[src/hw/rtl/c7mac_pkg.sv]
package c7mac_pkg;

  localparam int KERNEL_SIZE = 7;
  localparam int ROW_PIXELS  = 8;
  localparam int PX_W        = 16;
  localparam int COEF_W      = 16;
  localparam int SUM_W       = 32;
  localparam int IDX_W       = 6;
  localparam int ROW_W       = $clog2(KERNEL_SIZE);
  localparam int COEF_COUNT  = KERNEL_SIZE * KERNEL_SIZE;
  localparam int HALF        = (KERNEL_SIZE + 1) / 2;

  // queue between front and back
  localparam int MQ_DEPTH = 2;
  localparam int MQ_PTR_W = $clog2(MQ_DEPTH);
  localparam int MQ_CNT_W = $clog2(MQ_DEPTH + 1);

  // result queue at the output
  localparam int OQ_DEPTH = 4;
  localparam int OQ_PTR_W = $clog2(OQ_DEPTH);
  localparam int OQ_CNT_W = $clog2(OQ_DEPTH + 1);

  localparam logic CMD_COEF = 1'b0;
  localparam logic CMD_ROW  = 1'b1;

  typedef logic signed [PX_W-1:0]   px_t;
  typedef logic signed [COEF_W-1:0] coef_t;
  typedef logic signed [SUM_W-1:0]  sum_t;

  // one row request handed from front to back
  typedef struct packed {
    logic                          last;
    px_t   [ROW_PIXELS-1:0]        pix;
    coef_t [KERNEL_SIZE-1:0]       coef;
  } row_req_t;

  function automatic logic [ROW_W-1:0] idx_row(input logic [IDX_W-1:0] idx);
    logic [ROW_W-1:0] row;
    row = '0;
    for (int r = 1; r < KERNEL_SIZE; r++) begin
      if (idx >= IDX_W'(r * KERNEL_SIZE)) begin
        row = ROW_W'(r);
      end
    end
    return row;
  endfunction

  function automatic logic [ROW_W-1:0] idx_col(input logic [IDX_W-1:0] idx);
    logic [IDX_W-1:0] base;
    base = IDX_W'(idx_row(idx)) * IDX_W'(KERNEL_SIZE);
    return ROW_W'(idx - base);
  endfunction

  // absolute value, most negative value saturates to the maximum
  function automatic sum_t sat_abs(input sum_t v);
    sum_t res;
    if (v == {1'b1, {(SUM_W-1){1'b0}}}) begin
      res = {1'b0, {(SUM_W-1){1'b1}}};
    end else if (v[SUM_W-1]) begin
      res = -v;
    end else begin
      res = v;
    end
    return res;
  endfunction

endpackage

[src/hw/rtl/c7mac_front.sv]
module c7mac_front
  import c7mac_pkg::*;
(
  input  logic                   clk,
  input  logic                   rst,
  input  logic                   push,
  input  logic                   full,
  input  logic                   cmd,
  input  logic [IDX_W-1:0]       coef_index,
  input  coef_t                  coef_value,
  input  px_t [ROW_PIXELS-1:0]   pix_row,
  output logic                   mq_push,
  output row_req_t               mq_data
);

  logic                    accept;
  logic                    coef_wr;
  logic                    row_acc;
  logic                    last_row;
  logic [ROW_W-1:0]        row_cnt;
  logic [ROW_W-1:0]        wr_row;
  logic [ROW_W-1:0]        wr_col;
  coef_t [KERNEL_SIZE-1:0] rd_coef;

  assign accept   = push && !full;
  assign coef_wr  = accept && (cmd == CMD_COEF) && (coef_index < IDX_W'(COEF_COUNT));
  assign row_acc  = accept && (cmd == CMD_ROW);
  assign last_row = (row_cnt == ROW_W'(KERNEL_SIZE - 1));
  assign wr_row   = idx_row(coef_index);
  assign wr_col   = idx_col(coef_index);

  // one small store per kernel column, addressed by kernel row
  for (genvar c = 0; c < KERNEL_SIZE; c++) begin : g_col
    coef_t col_mem [KERNEL_SIZE];

    always_ff @(posedge clk) begin
      if (rst) begin
        for (int r = 0; r < KERNEL_SIZE; r++) begin
          col_mem[r] <= '0;
        end
      end else if (coef_wr && (wr_col == ROW_W'(c))) begin
        col_mem[wr_row] <= coef_value;
      end
    end

    assign rd_coef[c] = col_mem[row_cnt];
  end

  always_ff @(posedge clk) begin
    if (rst) begin
      row_cnt <= '0;
    end else if (row_acc) begin
      row_cnt <= last_row ? '0 : row_cnt + 1'b1;
    end
  end

  // coefficients are read at acceptance, so a later write cannot overtake
  assign mq_push      = row_acc;
  assign mq_data.last = last_row;
  assign mq_data.pix  = pix_row;
  assign mq_data.coef = rd_coef;

endmodule

[config.mk]
export PLATFORM = sky130hd
export DESIGN_NAME = c7mac_front
export DESIGN_NICKNAME = d
export VERILOG_FILES = /design/src/hw/rtl/c7mac_pkg.sv /design/src/hw/rtl/c7mac_front.sv
export SDC_FILE = /design/constraint.sdc
export NUM_CORES = 1
export LEC_CHECK = 0
export ABC_AREA = 1
export BUFFER_PORTS_ARGS = -buffer_cell sky130_fd_sc_hd__buf_2
export CORE_MARGIN = 2
export CORE_UTILIZATION = 56
export CTS_BUF_LIST = sky130_fd_sc_hd__clkbuf_4
export DETAILED_ROUTE_END_ITERATION = 10
export HOLD_SLACK_MARGIN = 0.08
export PLACE_DENSITY_LB_ADDON = 0.3
export SYNTH_ARGS = -nofsm -noshare
export SYNTH_HDL_FRONTEND = slang
export SYNTH_SLANG_ARGS = --single-unit
[constraint.sdc]
create_clock -name clk -period 3.9 [get_ports clk]
set_input_delay 0 -clock clk [delete_from_list [all_inputs] [get_ports clk]]
set_output_delay 0 -clock clk [all_outputs]
set_load 0.05 [all_outputs]
Word level (Yosys, flattened, before mapping) --
Memories as Yosys holds them, arrays and structs flattened. A register that Yosys moved wholly into a read port is not among the register bits. Cells that the tools add are included.
Cells by class: add/sub/neg operators 2, multipliers 1, magnitude comparators 7, equality and inequality tests 7, multiplexer cells 65, bitwise logic cells 1, reductions and logical operators 20
Operator list (number):
- 16-bit two-way mux | 7
- 16-bit OR reduction | 7
- 3-bit two-way mux | 27
- 1-bit two-way mux | 31
- 3-bit == test, second input constant | 4
- 6-bit by 5-bit >= comparator with 1-bit output, second input constant | 2
- 6-bit >= comparator, second input constant | 2
- 1-bit logical AND | 11
- 3-bit by 2-bit == test with 1-bit output, second input constant | 2
- 6-bit by 3-bit >= comparator with 1-bit output, second input constant | 1
- 6-bit by 4-bit >= comparator with 1-bit output, second input constant | 1
- 6-bit < comparator, second input constant | 1
- 3-bit by 1-bit adder with 3-bit output, second input constant | 1
- 3-bit by 1-bit == test with 1-bit output, second input constant | 1
- 3-bit logical NOT | 1
- 3-bit by 1-bit multiplier with 3-bit output, second input constant | 1
- 3-bit subtractor | 1
- 1-bit logical NOT | 1
- 1-bit inverter | 1
Word-level totals: bits in registers 3, bits in writable memories 784, input port bits 155, output and inout bits 242, memories 7
Memory list:
- g_col[0].col_mem | depth 7, bits a word 16, read ports 1, clocked after memory_dff 1, wr ports 7, RTL line c7mac_front.sv:34 | coef_t col_mem [KERNEL_SIZE];
- g_col[1].col_mem | depth 7, bits a word 16, read ports 1, clocked after memory_dff 1, wr ports 7, RTL line c7mac_front.sv:34
- g_col[2].col_mem | depth 7, bits a word 16, read ports 1, clocked after memory_dff 1, wr ports 7, RTL line c7mac_front.sv:34
- g_col[3].col_mem | depth 7, bits a word 16, read ports 1, clocked after memory_dff 1, wr ports 7, RTL line c7mac_front.sv:34
- g_col[4].col_mem | depth 7, bits a word 16, read ports 1, clocked after memory_dff 1, wr ports 7, RTL line c7mac_front.sv:34
- g_col[5].col_mem | depth 7, bits a word 16, read ports 1, clocked after memory_dff 1, wr ports 7, RTL line c7mac_front.sv:34
- 1 more memories

Longest topological paths before layout --
depth after elaboration 16, gate-level depth with buffers 22, depth with buffers taken out 21

Worst setup path before layout --
Ideal clock, no wire load.
path type input-to-reg, start input port coef_index[3], end memory g_col[2].col_mem[5][0] in the netlist's numbering (enable), setup time 0.394 ns, data arrival time 3.264 ns, data required time 3.506 ns, path slack 0.241 ns, stages on the path 18, path buffers 1, path through nor2_1 nand2_1 o21ai_0 nand2_1 nand2_1 inv_2 ha_1 inv_1 ha_1 nor2_1 fa_1 inv_1 nand4_4 nor2_4 nand2_2 buf_4 a21oi_1 a21oi_1
RTL lines:
- start, declared | RTL line c7mac_front.sv:9 | input logic [IDX_W-1:0] coef_index,
- end, declared | RTL line c7mac_front.sv:34

==> flow_summary.toml <==
[outcome]
status = "completed"

[synthesis]
ys_seq_area_frac = 0.633
synth_area_sq_mm = 0.0409
async_reset_ff_frac = 0
yosysWarnings = 0
synth_cell_type_count = 30
synth_seq_cells = 902
synth_edf_count = 784
synth_flop_cell = "edfxtp_1"
synth_top_area_frac = 0.575
synth_area_leaders = "edfxtp_1, nor2_1, dfxtp_1"
syn_area_per_cell_sq_um = 9.64
synthCells = 4243
synth_top_area_cell = "edfxtp_1"

[setup_path]
regToRegSetupSlack_ps = 2450
cp.arrival_ps = 3700
startpoint_type = "flop"
cp_max_fo = 72
critPathCaptureType = "output port"
cp.required_ps = 3900
worstSetupPathType = "reg -> out"

[floorplanning]
io_pins = 397
die_h_microns = 274
die-area_sq_mm = 0.0752
core-area_sq_mm = 0.0726
start_util = 0.564
num_rows = 99
fp.dieW_microns = 274

[clock_tree]
cts_max_level = 4
cts_buffer_depth = 3
cts_tree = "yes"
cts_buffers = 218
path_clk_slew_ps = 70
clk-insertion-delay-late_ps = 1010
root_buffer = "clkbuf_4"
cts.sinks = 902

[global_route]
track_usage = 0.298
met2_usage = 0.480
top_usage_layer = "met2"
grt_pass1_vias = 30600
antenna_found_initial = 5
met3_usage = 0.0623
grt_first_pass_wirelength_microns = 171000
met1_usage = 0.402
grt_overflow_total = 0
grt_max_degree = 170

[layout]
syn2layout_area_growth_pct = 16.4
nNetsFinal = 4820
fin_cells = 5806
fillerInstances = 5768
layout-drive-gt1-share = 0.176
fin_area_sq_mm = 0.0476

[sta]
clock.fmax_mhz = 270
finalHoldViolCount = 0
slew_headroom = 0.219
worst_pin_slew_ps = 1170
min_period_ps = 3700
finClkSkew_ps = 1.17
slew_viol_final = 0
fin_crit_sh = 0.948
setup_violations = 0

[detailed_routing]
drc = 0
antenna_left = 0
wl_per_cell_microns = 19.5
dr.pass1.iters = 6
drtIter0Drc = 3361
routed-via-count = 32200
routed_wirelength_microns = 113000
vias_per_cell = 5.55

[placed_design]
dpl-instance-area_sq_mm = 0.0428
finalWeightedCongestion = 0.848
dp_hpwl_microns = 65200
port_buffers = 140
dp_cells = 5215

[pwr]
peakVddDrop_mv = 0.238
p_leak_nw = 18.2
p_per_area_mw_per_mm2 = 447
power_mw = 21.3

[run]
cap_violations = 0

[worst_hold_path]
hp-class = "in -> reg"
[stage by stage]
stage	utilization	hold WS [ps]	setup TNS, ps	setup WS, ps
after floorplan	-	89.2	0	241
after global placement	0.589	0.341	0	29.9
after detailed placement	0.589	0.341	0	13.1
after CTS	0.655	101	0	19.2
after global routing	0.656	190	-2.28	-2.28
final	0.656	140	0	203
[state kept, by name, indices dropped and copies added (netlist names), named ones only]
register       count
g_col.col_mem    896
row_cnt            3
[Yosys cell counts, types with 2 or more instances]
library cell  instances
o22ai_1             112
buf_4               138
buf_1                18
nand4_1               8
nand3_2               2
o21ai_0             451
nand4_4               3
nand4_2               7
inv_1               253
clkbuf_1            190
ha_1                  3
buf_2                57
a31oi_1             114
nand2_2              36
nor2_2               72
nand2_4               2
nand3_1              11
dfxtp_1             118
edfxtp_1            784
nor2_4                8
buf_6                 5
a21oi_1             128
nor2_1             1407
inv_2                14
nand2_1             297
[path summary, 6_finish.rpt]
check / from / endpoint / cells past startpoint
max: flop / mq_data[57] / 7
min: coef_index[2] / g_col[0].col_mem[5][10]$_DFFE_PP_ / 9
max reg2reg: row_cnt[0]$_SDFFE_PP0P_ / flop / 4
min reg2reg: g_col[0].col_mem[6][2]$_SDFFE_PP0P_ / g_col[0].col_mem[6][2]$_SDFFE_PP0P_ / 4
[layout make-up]
| type | count | area [sq um] | area share |
|---|---|---|---|
| Antenna cell | 1 | 2.50 | 0.0000526 |
| Clock buffer | 366 | 2750 | 0.0577 |
| Clock inverter | 39 | 209 | 0.00439 |
| Inverter | 268 | 1030 | 0.0216 |
| Multi-Input combinational cell | 2776 | 12300 | 0.259 |
| Sequential cell | 902 | 25900 | 0.544 |
| Tap cell | 959 | 1200 | 0.0252 |
| Timing Repair Buffer | 495 | 4200 | 0.0881 |
[routing by layer]
metal  up-vias  part of all wire
met5         -           0.00019
met1     15200              0.40
li1      15000                 -
met3       230              0.10
met2      1747              0.48
met4         4             0.027
[cell families after synthesis]
logic type,after synthesis,share of synthesized area
adder cells (fa/ha/maj),4,0.00141
buffers and inverters,676,0.0773
flip-flops,902,0.633
AO/OA/AOI/OAI,806,0.106
other,1,0.0000916
AND/OR/NAND/NOR,1854,0.182
[critical path, stage by stage, from the launching register on]
cell and delay (ps):
dfxtp_4 510, inv_6 590, buf_4 380, o21ai_0 150, o22ai_1 170, nor2_1 60, a31oi_1 410, buf_2 360
[cell usage in the layout, fill, tap and decap left out, types with 72 or more instances in the layout]
| cell | Yosys | final |
|---|---|---|
| buf_4 | 138 | 146 |
| a31oi_1 | 114 | 114 |
| nand2_1 | 297 | 296 |
| nor2_2 | 72 | 72 |
| dfxtp_1 | 118 | 115 |
| nor2_1 | 1407 | 1406 |
| o21ai_0 | 451 | 451 |
| buf_2 | 57 | 139 |
| dlygate4sd3_1 | 0 | 179 |
| conb_1 | 1 | 112 |
| clkbuf_4 | 0 | 366 |
| a21oi_1 | 128 | 122 |
| inv_1 | 253 | 250 |
| o22ai_1 | 112 | 112 |
| edfxtp_1 | 784 | 784 |
[where the power goes]
part / leakage, nW / internal, mW / switching [mW]
clock network: 1.78 / 4.33 / 3.69
registers: 8.39 / 10.9 / 0.116
logic: 7.99 / 0.544 / 1.72
[what timing repair did]
| action | 4_1_cts | 5_1_grt |
|---|---|---|
| hold buffers | 179 | 0 |
| hold endpoints to repair | 1694 | 0 |
| setup buffers | 0 | 6 |
| setup endpoints to repair | 0 | 377 |
| resized for setup | 0 | 14 |
No activity file was read; power rests on OpenSTA's default activity.
