<file path="config.mk">
export PLATFORM = sky130hd
export DESIGN_NAME = c7mac_queue
export DESIGN_NICKNAME = d
export VERILOG_FILES = /design/src/hw/rtl/c7mac_pkg.sv /design/src/hw/rtl/c7mac_queue.sv
export SDC_FILE = /design/constraint.sdc
export NUM_CORES = 1
export LEC_CHECK = 0
export ABC_AREA = 1
export BUFFER_PORTS_ARGS = -buffer_cell sky130_fd_sc_hd__buf_2
export CAP_MARGIN = 20
export CORE_MARGIN = 5
export CORE_UTILIZATION = 49
export CTS_BUF_LIST = sky130_fd_sc_hd__clkbuf_8
export CTS_CLUSTER_DIAMETER = 60
export DETAILED_ROUTE_END_ITERATION = 8
export GPL_ROUTABILITY_DRIVEN = 0
export GPL_TIMING_DRIVEN = 1
export PLACE_DENSITY = 0.86
export SYNTH_ARGS = -nofsm -noshare
export SYNTH_HDL_FRONTEND = slang
export SYNTH_SLANG_ARGS = --single-unit
</file>
<file path="constraint.sdc">
create_clock -name clk -period 11.35 [get_ports clk]
set_input_delay 0.5675 -clock clk [delete_from_list [all_inputs] [get_ports clk]]
set_output_delay 0.5675 -clock clk [all_outputs]
set_load 0.005 [all_outputs]
</file>
<file path="src/hw/rtl/c7mac_pkg.sv">
package c7mac_pkg;

  localparam int KERNEL_SIZE = 7;
  localparam int ROW_PIXELS  = 8;
  localparam int PX_W        = 16;
  localparam int COEF_W      = 16;
  localparam int SUM_W       = 32;
  localparam int IDX_W       = 6;
  localparam int ROW_W       = $clog2(KERNEL_SIZE);
  localparam int COEF_COUNT  = KERNEL_SIZE * KERNEL_SIZE;
  localparam int HALF        = (KERNEL_SIZE + 1) / 2;

  // queue between front and back
  localparam int MQ_DEPTH = 2;
  localparam int MQ_PTR_W = $clog2(MQ_DEPTH);
  localparam int MQ_CNT_W = $clog2(MQ_DEPTH + 1);

  // result queue at the output
  localparam int OQ_DEPTH = 4;
  localparam int OQ_PTR_W = $clog2(OQ_DEPTH);
  localparam int OQ_CNT_W = $clog2(OQ_DEPTH + 1);

  localparam logic CMD_COEF = 1'b0;
  localparam logic CMD_ROW  = 1'b1;

  typedef logic signed [PX_W-1:0]   px_t;
  typedef logic signed [COEF_W-1:0] coef_t;
  typedef logic signed [SUM_W-1:0]  sum_t;

  // one row request handed from front to back
  typedef struct packed {
    logic                          last;
    px_t   [ROW_PIXELS-1:0]        pix;
    coef_t [KERNEL_SIZE-1:0]       coef;
  } row_req_t;

  function automatic logic [ROW_W-1:0] idx_row(input logic [IDX_W-1:0] idx);
    logic [ROW_W-1:0] row;
    row = '0;
    for (int r = 1; r < KERNEL_SIZE; r++) begin
      if (idx >= IDX_W'(r * KERNEL_SIZE)) begin
        row = ROW_W'(r);
      end
    end
    return row;
  endfunction

  function automatic logic [ROW_W-1:0] idx_col(input logic [IDX_W-1:0] idx);
    logic [IDX_W-1:0] base;
    base = IDX_W'(idx_row(idx)) * IDX_W'(KERNEL_SIZE);
    return ROW_W'(idx - base);
  endfunction

  // absolute value, most negative value saturates to the maximum
  function automatic sum_t sat_abs(input sum_t v);
    sum_t res;
    if (v == {1'b1, {(SUM_W-1){1'b0}}}) begin
      res = {1'b0, {(SUM_W-1){1'b1}}};
    end else if (v[SUM_W-1]) begin
      res = -v;
    end else begin
      res = v;
    end
    return res;
  endfunction

endpackage

</file>
<file path="src/hw/rtl/c7mac_queue.sv">
module c7mac_queue
  import c7mac_pkg::*;
(
  input  logic     clk,
  input  logic     rst,
  input  logic     wr_en,
  input  row_req_t wr_data,
  output logic     full,
  input  logic     rd_en,
  output row_req_t rd_data,
  output logic     empty
);

  row_req_t            mem [MQ_DEPTH];
  logic [MQ_PTR_W-1:0] wr_ptr;
  logic [MQ_PTR_W-1:0] rd_ptr;
  logic [MQ_CNT_W-1:0] count;
  logic                do_wr;
  logic                do_rd;

  assign full    = (count == MQ_CNT_W'(MQ_DEPTH));
  assign empty   = (count == '0);
  assign do_wr   = wr_en && !full;
  assign do_rd   = rd_en && !empty;
  assign rd_data = mem[rd_ptr];

  always_ff @(posedge clk) begin
    if (do_wr) begin
      mem[wr_ptr] <= wr_data;
    end
  end

  always_ff @(posedge clk) begin
    if (rst) begin
      wr_ptr <= '0;
      rd_ptr <= '0;
      count  <= '0;
    end else begin
      if (do_wr) begin
        wr_ptr <= (wr_ptr == MQ_PTR_W'(MQ_DEPTH - 1)) ? '0 : wr_ptr + 1'b1;
      end
      if (do_rd) begin
        rd_ptr <= (rd_ptr == MQ_PTR_W'(MQ_DEPTH - 1)) ? '0 : rd_ptr + 1'b1;
      end
      count <= count + MQ_CNT_W'(do_wr) - MQ_CNT_W'(do_rd);
    end
  end

endmodule

</file>
# --- Yosys cells after proc, flatten, opt, wreduce, memory -nomap -nowiden ---
# Memories as Yosys holds them, arrays and structs flattened. A register that Yosys moved wholly into a read port is not among the register bits.
# Cells that the tools add are included.
totals:
  output_inout_bits: 243
  mem_bits_rw: 482
  inputBits: 245
  ff_bits: 4
  wordCells: 20
  n_memories: 1
op_classes:
  mux: 6
  add_sub_neg: 4
  reduce_logical: 5
  eq_ne: 1
memory_table:
  columns: ["name", "depth", "word_bits", "rd", "rd_ports_with_merged_regs", "write_ports", "line", "rtl"]
  rows:
  - ["mem", 2, 241, 1, 1, 1, "c7mac_queue.sv:14", "row_req_t mem [MQ_DEPTH];"]
op_table:
  columns: ["operator", "count"]
  rows:
  - ["2-to-1 mux 1 bit", 6]
  - ["adder 1 bit (second input constant)", 2]
  - ["adder 2 x 1 -> 2 bit", 1]
  - ["== test 2 bit (second input constant)", 1]
  - ["logical AND 1 bit", 2]
  - ["zero test 1 bit", 2]
  - ["zero test 2 bit", 1]
  - ["subtractor 2 x 1 -> 2 bit", 1]

# --- Depth between registers and ports, before layout ---
# Gate-level depths: netlist (run 1).
depth:
  word_depth: 5
  depth_mapped: 11
  ltp_nobuf: 11

# --- Worst setup path before layout (run 1) ---
# OpenSTA, ideal clock, no wires.
synth_timing:
  path_type: "input to register"
  from: "input wr_en"
  to: "memory mem[0][0] (netlist name), enable pin"
  path_stages: 2
  t_required_ns: 10.504
  setup_slack_ns: -0.118
  arrival_ns: 10.622
  path_buffers: 0
  setup_time_ns: 0.846
  path_cell_list: "nand2_1 > nor2_1"
synth_via:
  elab_chain_len: 3
synth_rtl:
  columns: ["item", "line", "rtl"]
  rows:
  - ["start, declared", "c7mac_queue.sv:6", "input logic wr_en,"]
  - ["logical AND 1 bit", "c7mac_queue.sv:23", "assign do_wr = wr_en && !full;"]
  - ["2-to-1 mux 1 bit", "c7mac_queue.sv:28", "if (do_wr) begin"]
  - ["2-to-1 mux 1 bit (not written as such)", "c7mac_queue.sv:29", "mem[wr_ptr] <= wr_data;"]
  - ["end, declared", "c7mac_queue.sv:14", null]
# No other way between the ends.

==> metrics, run 1 <==
status=complete, no violations; core area=between 30,000 and 40,000 sq um; port buffer count=487; Slowest-stage cell, CP=buf_4; Synth Cell Area=18,430 sq um; Tmin final=3615 ps; VDD IR max=0.0001843 V; Yosys top cell by area=edfxtp_1; max_cap viols=0; global-route wire length before repair=~58,000 um; Gate power share=0.236; GRT Total Usage=0.1826; Synth cell types=12; number of buffers and inverters on the critical path=2; NetSw=around 1.3 mW; antenna violations before repair=14; Synth area leaders=edfxtp_1 79%, mux2_4 15%, mux2_2 3.1%; pin count of the biggest net entering global routing=~130; TritonCTS Buffers=between 70 and 80; clock latency at the later pin of the worst-skew pair=~600 ps; Setup Skew=between 30 and 40 ps; CTS clk-pin slew, worst paths=around 60 ps; Vias/cell=between 4 and 5; Max clock buf depth=3; top-area cell type share of the netlist area=0.7855; Startpoint Class=flop; switch share=0.2592; Setup CP Type=reg -> out; final wirelength=about 40,000 um; pins over their slew limit=0; measured slew at the worst slew-check pin=1135 ps; worst-path cell chain=buf_4 -> mux2_2 -> buf_2; Synth Instances=roughly 790; htree depth=3; Clk pwr share=0.277; Std-Cell Rows=71; Final Net Count=approximately 1,600; post-CTS setup buffers=0; Initial DRC Count=a little over 500; WP data required=~11,000 ps; crit-path max FO=61; Peak Freq=approximately 280 MHz; Root Buffer=clkbuf_8; cts hold-fix bufs=0; RSZ-0062 raised after global routing=false; Leak=8.943 nW; Routed Antenna Nets=0; drt drc=0; Net Count, Synth=approximately 1,000; Die X=approximately 200 um; layout cells sized above 1=0.6027; Vias=approximately 9,400; CTS Sinks=between 400 and 500; internal power=around 3.6 mW; number of global-route vias before repair=between 10,000 and 15,000; Hold Violations, Final=0; Starting Density=0.4927; Avg WL per Cell=between 20 and 25 um; worst slew margin relative to its limit=0.2436; Seq cells post-synth=roughly 490; Reg power frac=0.486; Mapped Avg Cell Area=~23 sq um; Detail Placement HPWL=between 20,000 and 30,000 um; Max stage delay on crit path=940 ps; multi-input logic area=3548 sq um; sequential share of the synthesized area=0.7910; synthesis-to-finish area growth=23.58%; worst hold path type=in -> reg; chip height=203.9 um; DRT Pass-1 Iters=5; Tot Pwr=between 4 and 5 mW; die area=about 42,000 sq um; YS warnings=0; CP delay by family, top=buffers and inverters; crit share post-route=0.3185; FF+latch area=14,580 sq um; Final Setup Violations=0; TritonCTS clock tree=done; WP data arrival=slightly above 3000 ps; IO Pins=488; post-cts resize count=0; Setup crit end kind=output pin; Final TNS setup=0 ps; Overflow after GRT=0; commonest non-fill, non-tap cells in the layout=487 x buf_2, 482 x edfxtp_1, 190 x mux2_4, 84 x clkbuf_8, 51 x mux2_2; PwrDens=around 220 nW/um^2; Fillers=2,601; most common cell after layout, fill and taps aside=buf_2
==> registers in the layout, summed over array words and instances, names as in the netlist, named ones only <==
| signal | flops |
|---|---|
| mem | 482 |
| wr_ptr | 1 |
| count | 2 |
| rd_ptr | 1 |
==> cell type report <==
| class | count | area share |
|---|---|---|
| clock inverter | 46 | 0.01137 |
| clock buffer | 84 | 0.05077 |
| inverter | 10 | 0.001978 |
| timing repair buffer | 495 | 0.1102 |
| multi-input combinational | 265 | 0.1558 |
| sequential | 487 | 0.6402 |
| antenna | 14 | 0.001539 |
| tap | 511 | 0.02808 |
==> cells in the mapped netlist (all sizes together) <==
library cell / instances
nand3: 3
inv: 10
a21oi: 2
edfxtp: 482
ha: 2
mux2: 241
dfxtp: 5
nor2: 9
buf: 27
nand2: 8
==> worst register-to-register path: stages, from the launching register on <==
cell	delay, ps
dfxtp_1	380
inv_1	90
nand2_1	150
nand3_1	290
inv_8	690
buf_4	930
==> per-layer routing <==
layer | up-vias | wire, um | GRT usage
li1 | 4260 | - | -
met1 | 4652 | 14140 | 0.2097
met2 | 444 | 20940 | 0.3173
met3 | 90 | 3089 | 0.05141
met4 | 2 | 1413 | 0.08697
met5 | - | 20 | 0
==> worst paths after layout <==
check                                  start           end  slack (ps)  cells past startpoint
worst max-delay path                    flop  rd_data[236]        7730                      3
worst min-delay path            wr_data[237]   mem[1][237]         150                      1
worst max register to register      count[0]    mem[1][72]        8360                      5
worst min register to register        rd_ptr        rd_ptr         550                      2
==> kinds of logic (layout without fill, tap and decap cells) <==
| group | after synthesis | in the layout | synth area share |
|---|---|---|---|
| multiplexers | 241 | 241 | 0.1860 |
| buffers and inverters | 37 | 635 | 0.01684 |
| other | 0 | 14 | 0 |
| AO/OA/AOI/OAI | 2 | 2 | 0.0005433 |
| flip-flops | 487 | 487 | 0.7910 |
| AND/OR/NAND/NOR | 20 | 20 | 0.004278 |
| adder cells (fa/ha/maj) | 2 | 2 | 0.001358 |
==> power groups by stage <==
stage	Combinational, mW	Sequential [mW]	Clock [mW]
floorplan	0.758	2.42	0
detailed placement	1.16	2.42	0
global placement	1.14	2.40	0
global route	1.23	2.40	1.49
CTS	1.17	2.39	1.40
finish	1.16	2.38	1.36
==> per-stage QoR <==
stage	cell area (sq um)	std cells	setup slack, ps	utilization	hold slack, ps
3_5_place_dp	21320	1768	8362	0.5701	521.4
4_1_cts	22740	1898	7662	0.6079	77.89
5_1_grt	22760	1909	7554	0.6086	91.61
3_3_place_gp	21320	1768	8405	0.5701	481.3
2_1_floorplan	18430	789	3968	-	467.5
6_report	22770	1912	7735	0.6088	151.5
No activity file was read; power rests on OpenSTA's default activity.
==> inputs of run 2 (changes only) <==
--- a/config.mk
+++ b/config.mk
@@ -5,7 +5,7 @@
 export SDC_FILE = /design/constraint.sdc
 export NUM_CORES = 1
 export LEC_CHECK = 0
-export ABC_AREA = 1
+export ABC_AREA = 0
 export BUFFER_PORTS_ARGS = -buffer_cell sky130_fd_sc_hd__buf_2
 export CAP_MARGIN = 20
 export CORE_MARGIN = 5
==> constraint.sdc (replaced) <==
create_clock -name clk -period 3.2 [get_ports clk]
set_input_delay 0.16 -clock clk [delete_from_list [all_inputs] [get_ports clk]]
set_output_delay 0.16 -clock clk [all_outputs]
set_load 0.005 [all_outputs]
==> metrics, run 2 <==
status=complete, no violations; WP data arrival=2270 ps (-780 ps); pin count of the biggest net entering global routing=109 (-14%); Startpoint Class=flop; GRT Total Usage=0.2285 (+0.04589); DRT Pass-1 Iters=5 (unchanged); number of global-route vias before repair=12,090 (+20%); Peak Freq=~410 MHz; Detail Placement HPWL=27,370 um (+0.32%); Tmin final=approximately 2400 ps; Synth area leaders=edfxtp_1 79%, mux2_4 15%, mux2_2 3.1%; Finished Layout Cells=2,153 (+13%); crit share post-route=0.7597; synthesis-to-finish area growth=37.53%; TritonCTS clock tree=done; Routed Antenna Nets=0 (unchanged); worst-path cell chain=buf_4 -> mux2_2 -> buf_2; Net Count, Synth=1,024 (-1.2%); max_cap viols=0 (unchanged); most common cell in the netlist=edfxtp_1; Hold Violations, Final=0 (unchanged); Yosys top cell by area=edfxtp_1; YS warnings=0 (unchanged); Avg WL per Cell=22.56 um (+8.9%); start point of the worst hold path=rd_en; commonest cells in the netlist=482 x edfxtp_1, 190 x mux2_4, 51 x mux2_2, 21 x buf_6; antenna violations before repair=1 (-13); Slowest-stage cell, CP=buf_4; chip height=203.8 um (about the same); Die X=203.8 um (about the same); number of synthesized flops with an enable pin=482 (unchanged); Final Util=0.6770 (+0.06815); PwrDens=731.4 nW/um^2 (+240%); Synth cell types=22 (+10); global-route wire length before repair=71,670 um (+25%); core area=37,400 sq um (unchanged); drt drc=0 (unchanged); Min Hold Slack=175.9 ps (+24.42 ps); Reg2Reg Launch Point=count[0]; pre-CTS WS=1240 ps (-7122 ps); Reg with most FFs=mem; Vias=10,820 (+15%); Seq cells post-synth=487 (unchanged); Initial DRC Count=745 (+45%); commonest non-fill, non-tap cells in the layout=487 x buf_2, 482 x edfxtp_1, 244 x dlygate4sd3_1, 190 x mux2_4, 77 x clkbuf_8; Tot Pwr=18.52 mW (+280%); Setup Skew=20.90 ps (-12.94 ps); CTS clk-pin slew, worst paths=70 ps (about the same); final wirelength=48,580 um (+23%); Setup crit end kind=output pin; Synth Cell Area=18,410 sq um (about the same); Max clock buf depth=3 (unchanged); Final Net Count=1,834 (+16%); Vias/cell=5.026 (+1.7%); most common flop cell mapped by yosys=edfxtp_1; sequential share of the synthesized area=0.7916 (about the same); layout cells sized above 1=0.5198 (-0.08293); Max stage delay on crit path=630 ps (-310 ps); worst slew margin relative to its limit=0.4932 (+0.2495); WP data required=3040 ps (-7740 ps); Final Setup Violations=0 (unchanged); measured slew at the worst slew-check pin=760.2 ps (-374.3 ps); port buffer count=487 (unchanged); Synth Instances=777 (-1.5%); pins over their slew limit=0 (unchanged); Overflow after GRT=0 (unchanged); Setup CP Type=reg -> out; die area=41,550 sq um (about the same); post-cts resize count=0 (unchanged); Starting Density=0.4923 (about the same); Root Buffer=clkbuf_8; Fillers=2,213 (-15%); Leak=10.03 nW (+12%); CTS Sinks=487 (unchanged); final worst slack=768.9 ps (-6966 ps); most common cell after layout, fill and taps aside=buf_2; max reg flops=482 (unchanged); RSZ-0062 raised after global routing=false; FFs w/ async S/R, synth=0 (unchanged); top-area cell type share of the netlist area=0.7862 (about the same); biggest registers after layout=mem: 482 flops, count: 2 flops; clock latency at the later pin of the worst-skew pair=590 ps (about the same); Std-Cell Rows=71 (unchanged); Placed Cells=1,776 (+0.45%); VDD IR max=0.0007240 V (+290%); Mapped Avg Cell Area=23.69 sq um (+1.5%); htree depth=3 (unchanged); IO Pins=488 (unchanged); TritonCTS Buffers=76 (-2.6%); worst hold path type=in -> reg; crit-path max FO=37 (-39%)
-- run 2: changes by cell type after synthesis, moves of 3 or more --
cell / change
inv_1: -6
nand3_1: -3
nor2_1: -5
nand2_1: -7
-- run 2: critical path: cells and delay by family, from the launching register on --
kind	cells	cell delay (ps)
buf+inv	2	760
flops	1	490
mux	1	420
-- run 2: final timing paths --
path	to	slack, ps	cells past startpoint
worst max-delay path	rd_data[238]	770	3
worst min-delay path	rd_ptr	180	4
worst max register to register	mem[0][110]	1170	6
worst min register to register	wr_ptr	520	2
-- run 2: final cells by class --
class | count | area (sq um) | share of cell area
Multi-Input combinational cell | 259 | 3560 | 0.1406
Timing Repair Buffer | 759 | 5202 | 0.2055
Clock inverter | 55 | 256.5 | 0.01013
Sequential cell | 487 | 14580 | 0.5759
Antenna cell | 1 | 2.502 | 0.00009883
Inverter | 4 | 18.77 | 0.0007413
Tap cell | 511 | 639.4 | 0.02525
Clock buffer | 77 | 1060 | 0.04186
-- run 2: through the flow --
step | cell area [sq um] | TNS (ps)
after floorplan | 18430 | -498780
after global placement | 21560 | 0
after detailed placement | 21560 | 0
after CTS | 25320 | 0
after global routing | 25320 | 0
final | 25320 | 0
-- run 2: where the power goes --
part,switching [mW],internal (mW),total (mW)
clock network,2.37,2.32,4.69
registers,0.316,8.13,8.45
logic,2.53,2.86,5.38
total,5.21,13.3,18.5
-- run 2: metal layers --
metal / GRT usage / share of wire / up-vias
met5: 0 / 0 / -
met4: 0.1009 / 0.037 / 0
met3: 0.07363 / 0.091 / 118
met2: 0.4086 / 0.53 / 586
met1: 0.2488 / 0.34 / 5394
li1: - / - / 4722
-- run 2: cell families after synthesis --
family	share of synthesized area
and+or+nand+nor	0.003127
xor gates and xnor gates	0.0009516
DFF	0.7916
AOI/OAI and AO/OA	0.0009511
muxes	0.1861
buffers and inverters	0.01583
adders and majority gates	0.001359
-- run 2: what timing repair did --
action | 4_1_cts | 5_1_grt
hold endpoints to repair | 487 | 0
hold buffers | 244 | 0
setup buffers | 0 | 0
==> inputs of run 3 (changes only) <==
--- a/config.mk
+++ b/config.mk
@@ -9,13 +9,13 @@
 export BUFFER_PORTS_ARGS = -buffer_cell sky130_fd_sc_hd__buf_2
 export CAP_MARGIN = 20
 export CORE_MARGIN = 5
-export CORE_UTILIZATION = 49
+export CORE_UTILIZATION = 55
 export CTS_BUF_LIST = sky130_fd_sc_hd__clkbuf_8
 export CTS_CLUSTER_DIAMETER = 60
 export DETAILED_ROUTE_END_ITERATION = 8
 export GPL_ROUTABILITY_DRIVEN = 0
 export GPL_TIMING_DRIVEN = 1
-export PLACE_DENSITY = 0.86
+export PLACE_DENSITY = 0.91
 export SYNTH_ARGS = -nofsm -noshare
 export SYNTH_HDL_FRONTEND = slang
 export SYNTH_SLANG_ARGS = --single-unit
==> constraint.sdc (replaced) <==
create_clock -name clk -period 2.5 [get_ports clk]
set_input_delay 0.125 -clock clk [delete_from_list [all_inputs] [get_ports clk]]
set_output_delay 0.125 -clock clk [all_outputs]
set_load 0.005 [all_outputs]
==> metrics, run 3 (synthesis gave the netlist of run 2 again) <==
number of global-route vias before repair=12,520 (+3.6%); GRT Total Usage=0.2878 (+0.05926); clock latency at the later pin of the worst-skew pair=620 ps (+30 ps); internal power=17.60 mW (+32%); switch share=0.2897 (+0.008315); worst hold path type=in -> reg; Fillers=1,625 (-27%); Setup CP Type=reg -> out; final wirelength=55,300 um (+14%); max reg flops=482 (unchanged); Leak=10.11 nW (+0.83%); Std-Cell Rows=67 (-5.6%); core area=33,280 sq um (-11%); pin count of the biggest net entering global routing=83 (-24%); IO Pins=488 (unchanged); chip height=193.0 um (-5.3%); Peak Freq=between 400 and 500 MHz; Gate power share=0.290 (about the same); Starting Density=0.5532 (+0.06092); Final TNS setup=0 ps (unchanged); RSZ-0062 raised after global routing=false; Setup crit end kind=output pin; Initial DRC Count=815 (+9.4%); WP data arrival=2190 ps (-80 ps); antenna violations before repair=6 (+5); PwrDens=973.2 nW/um^2 (+33%); Startpoint Class=flop; global-route wire length before repair=78,830 um (+10%); biggest registers after layout=mem: 482 flops, count: 2 flops; path depth of the worst reg2reg path=6 (unchanged); Routed Antenna Nets=0 (unchanged); drt drc=0 (unchanged); WP data required=2380 ps (-660 ps); max_cap viols=0 (unchanged); Clk pwr share=0.271 (+0.018); Worst Hold End=mem[0][9]; Tmin final=between 2000 and 2500 ps; Root Buffer=clkbuf_8; status=complete, no violations; DRT Pass-1 Iters=5 (unchanged); most common cell after layout, fill and taps aside=buf_2; htree depth=3 (unchanged); Tot Pwr=24.77 mW (+34%); Final Setup Violations=0 (unchanged); measured slew at the worst slew-check pin=656.0 ps (-104.3 ps); layout cells sized above 1=0.5247 (+0.004845); Max clock buf depth=3 (unchanged); die area=37,230 sq um (-10%); Reg with most FFs=mem; Setup Skew=27.88 ps (+6.989 ps); reg2reg end=mem[0][161]; Reg power frac=0.439 (-0.017); crit share post-route=0.9273; synthesis-to-finish area growth=38.27%; start point of the worst hold path=wr_data[9]; Reg2Reg Launch Point=count[0]; worst slew margin relative to its limit=0.5627 (+0.06950); reg2reg setup slack=450 ps (-720 ps); Die X=193.0 um (-5.3%); crit-path max FO=23 (-38%); TritonCTS Buffers=76 (unchanged); pins over their slew limit=0 (unchanged); commonest non-fill, non-tap cells in the layout=487 x buf_2, 482 x edfxtp_1, 244 x dlygate4sd3_1, 190 x mux2_4, 79 x clkbuf_8; Vias/cell=5.381 (+7.1%); Avg WL per Cell=26.40 um (+17%); Detail Placement HPWL=29,800 um (+8.9%); TritonCTS clock tree=done; Hold Violations, Final=0 (unchanged); CTS clk-pin slew, worst paths=70 ps (about the same); Final Net Count=1,834 (unchanged); Hold Path Cell Cnt=2 (-2); Overflow after GRT=0 (unchanged); CTS Sinks=487 (unchanged); Vias=11,270 (+4.2%); port buffer count=487 (unchanged); VDD IR max=0.001024 V (+41%); NetSw=7.177 mW (+38%)
==> run 3: cell types whose count changed in the layout (fill, tap and decap cells not counted), sizes merged <==
cell / previous run / this run
clkinvlp: 5 / 4
bufinv: 1 / 5
clkbuf: 77 / 79
diode: 1 / 4
clkinv: 28 / 25
==> run 3: per-layer routing <==
| metal | track usage | wire [um] | share of wire | up-vias |
|---|---|---|---|---|
| met3 | 0.08444 | 5202 | 0.094 | 159 |
| met4 | 0.1304 | 2569 | 0.046 | 0 |
| li1 | - | - | - | 4730 |
| met1 | 0.3186 | 18500 | 0.33 | 5604 |
| met2 | 0.5146 | 29020 | 0.52 | 780 |
| met5 | 0 | 0 | 0 | - |
==> run 3: power groups by stage <==
| stage | Clock [mW] | Combinational, mW | Sequential, mW |
|---|---|---|---|
| after floorplan | 0 | 4.04 | 10.9 |
| after global placement | 0 | 6.39 | 10.8 |
| after detailed placement | 0 | 6.54 | 10.9 |
| after CTS | 6.54 | 6.94 | 10.8 |
| after global routing | 7.23 | 7.50 | 10.9 |
| final | 6.71 | 7.19 | 10.9 |
==> run 3: timing repair <==
action,4_1_cts,5_1_grt
resized for setup,0,0
hold endpoints to repair,487,0
hold buffers,244,0
buffers inserted,0,0
==> run 3: worst max path at each step <==
| stage | startpoint | to | slack (ps) | depth (start not counted) |
|---|---|---|---|---|
| 6_report | flop | rd_data[75] | 180 | 4 |
| 5_1_grt | flop | rd_data[57] | 100 | 4 |
| 4_1_cts | flop | rd_data[94] | 180 | 4 |
| 3_5_place_dp | count[0] | mem[0][156] | 610 | 6 |
| 3_3_place_gp | count[0] | mem[0][155] | 650 | 6 |
| 2_1_floorplan | count[0] | mem[0][0] | -2120 | 4 |
==> run 3: layout make-up <==
| cell class | instances | area [sq um] | area share |
|---|---|---|---|
| Timing Repair Buffer | 759 | 5265 | 0.2068 |
| Clock inverter | 55 | 374.1 | 0.01470 |
| Inverter | 4 | 18.77 | 0.0007373 |
| Tap cell | 448 | 560.5 | 0.02202 |
| Clock buffer | 79 | 1087 | 0.04271 |
| Sequential cell | 487 | 14580 | 0.5728 |
| Multi-Input combinational cell | 259 | 3560 | 0.1398 |
| Antenna cell | 4 | 10.01 | 0.0003932 |
==> run 3: per-stage QoR <==
stage	instances	hold slack (ps)	setup WS [ps]	cell area, sq um	util
6_report	2095	233.9	181.8	25460	0.7649
5_1_grt	2094	205.4	104.9	25450	0.7648
4_1_cts	2091	184.9	181.9	25450	0.7646
3_5_place_dp	1713	315.7	611.9	21540	0.6473
3_3_place_gp	1713	311.9	651.2	21540	0.6473
2_1_floorplan	777	189.2	-2117	18430	-
==> run 3: worst max-delay path, stage by stage (launching register included) <==
cell and delay (ps):
dfxtp_4 450, buf_12 220, buf_4 370, mux2_4 350, buf_2 130
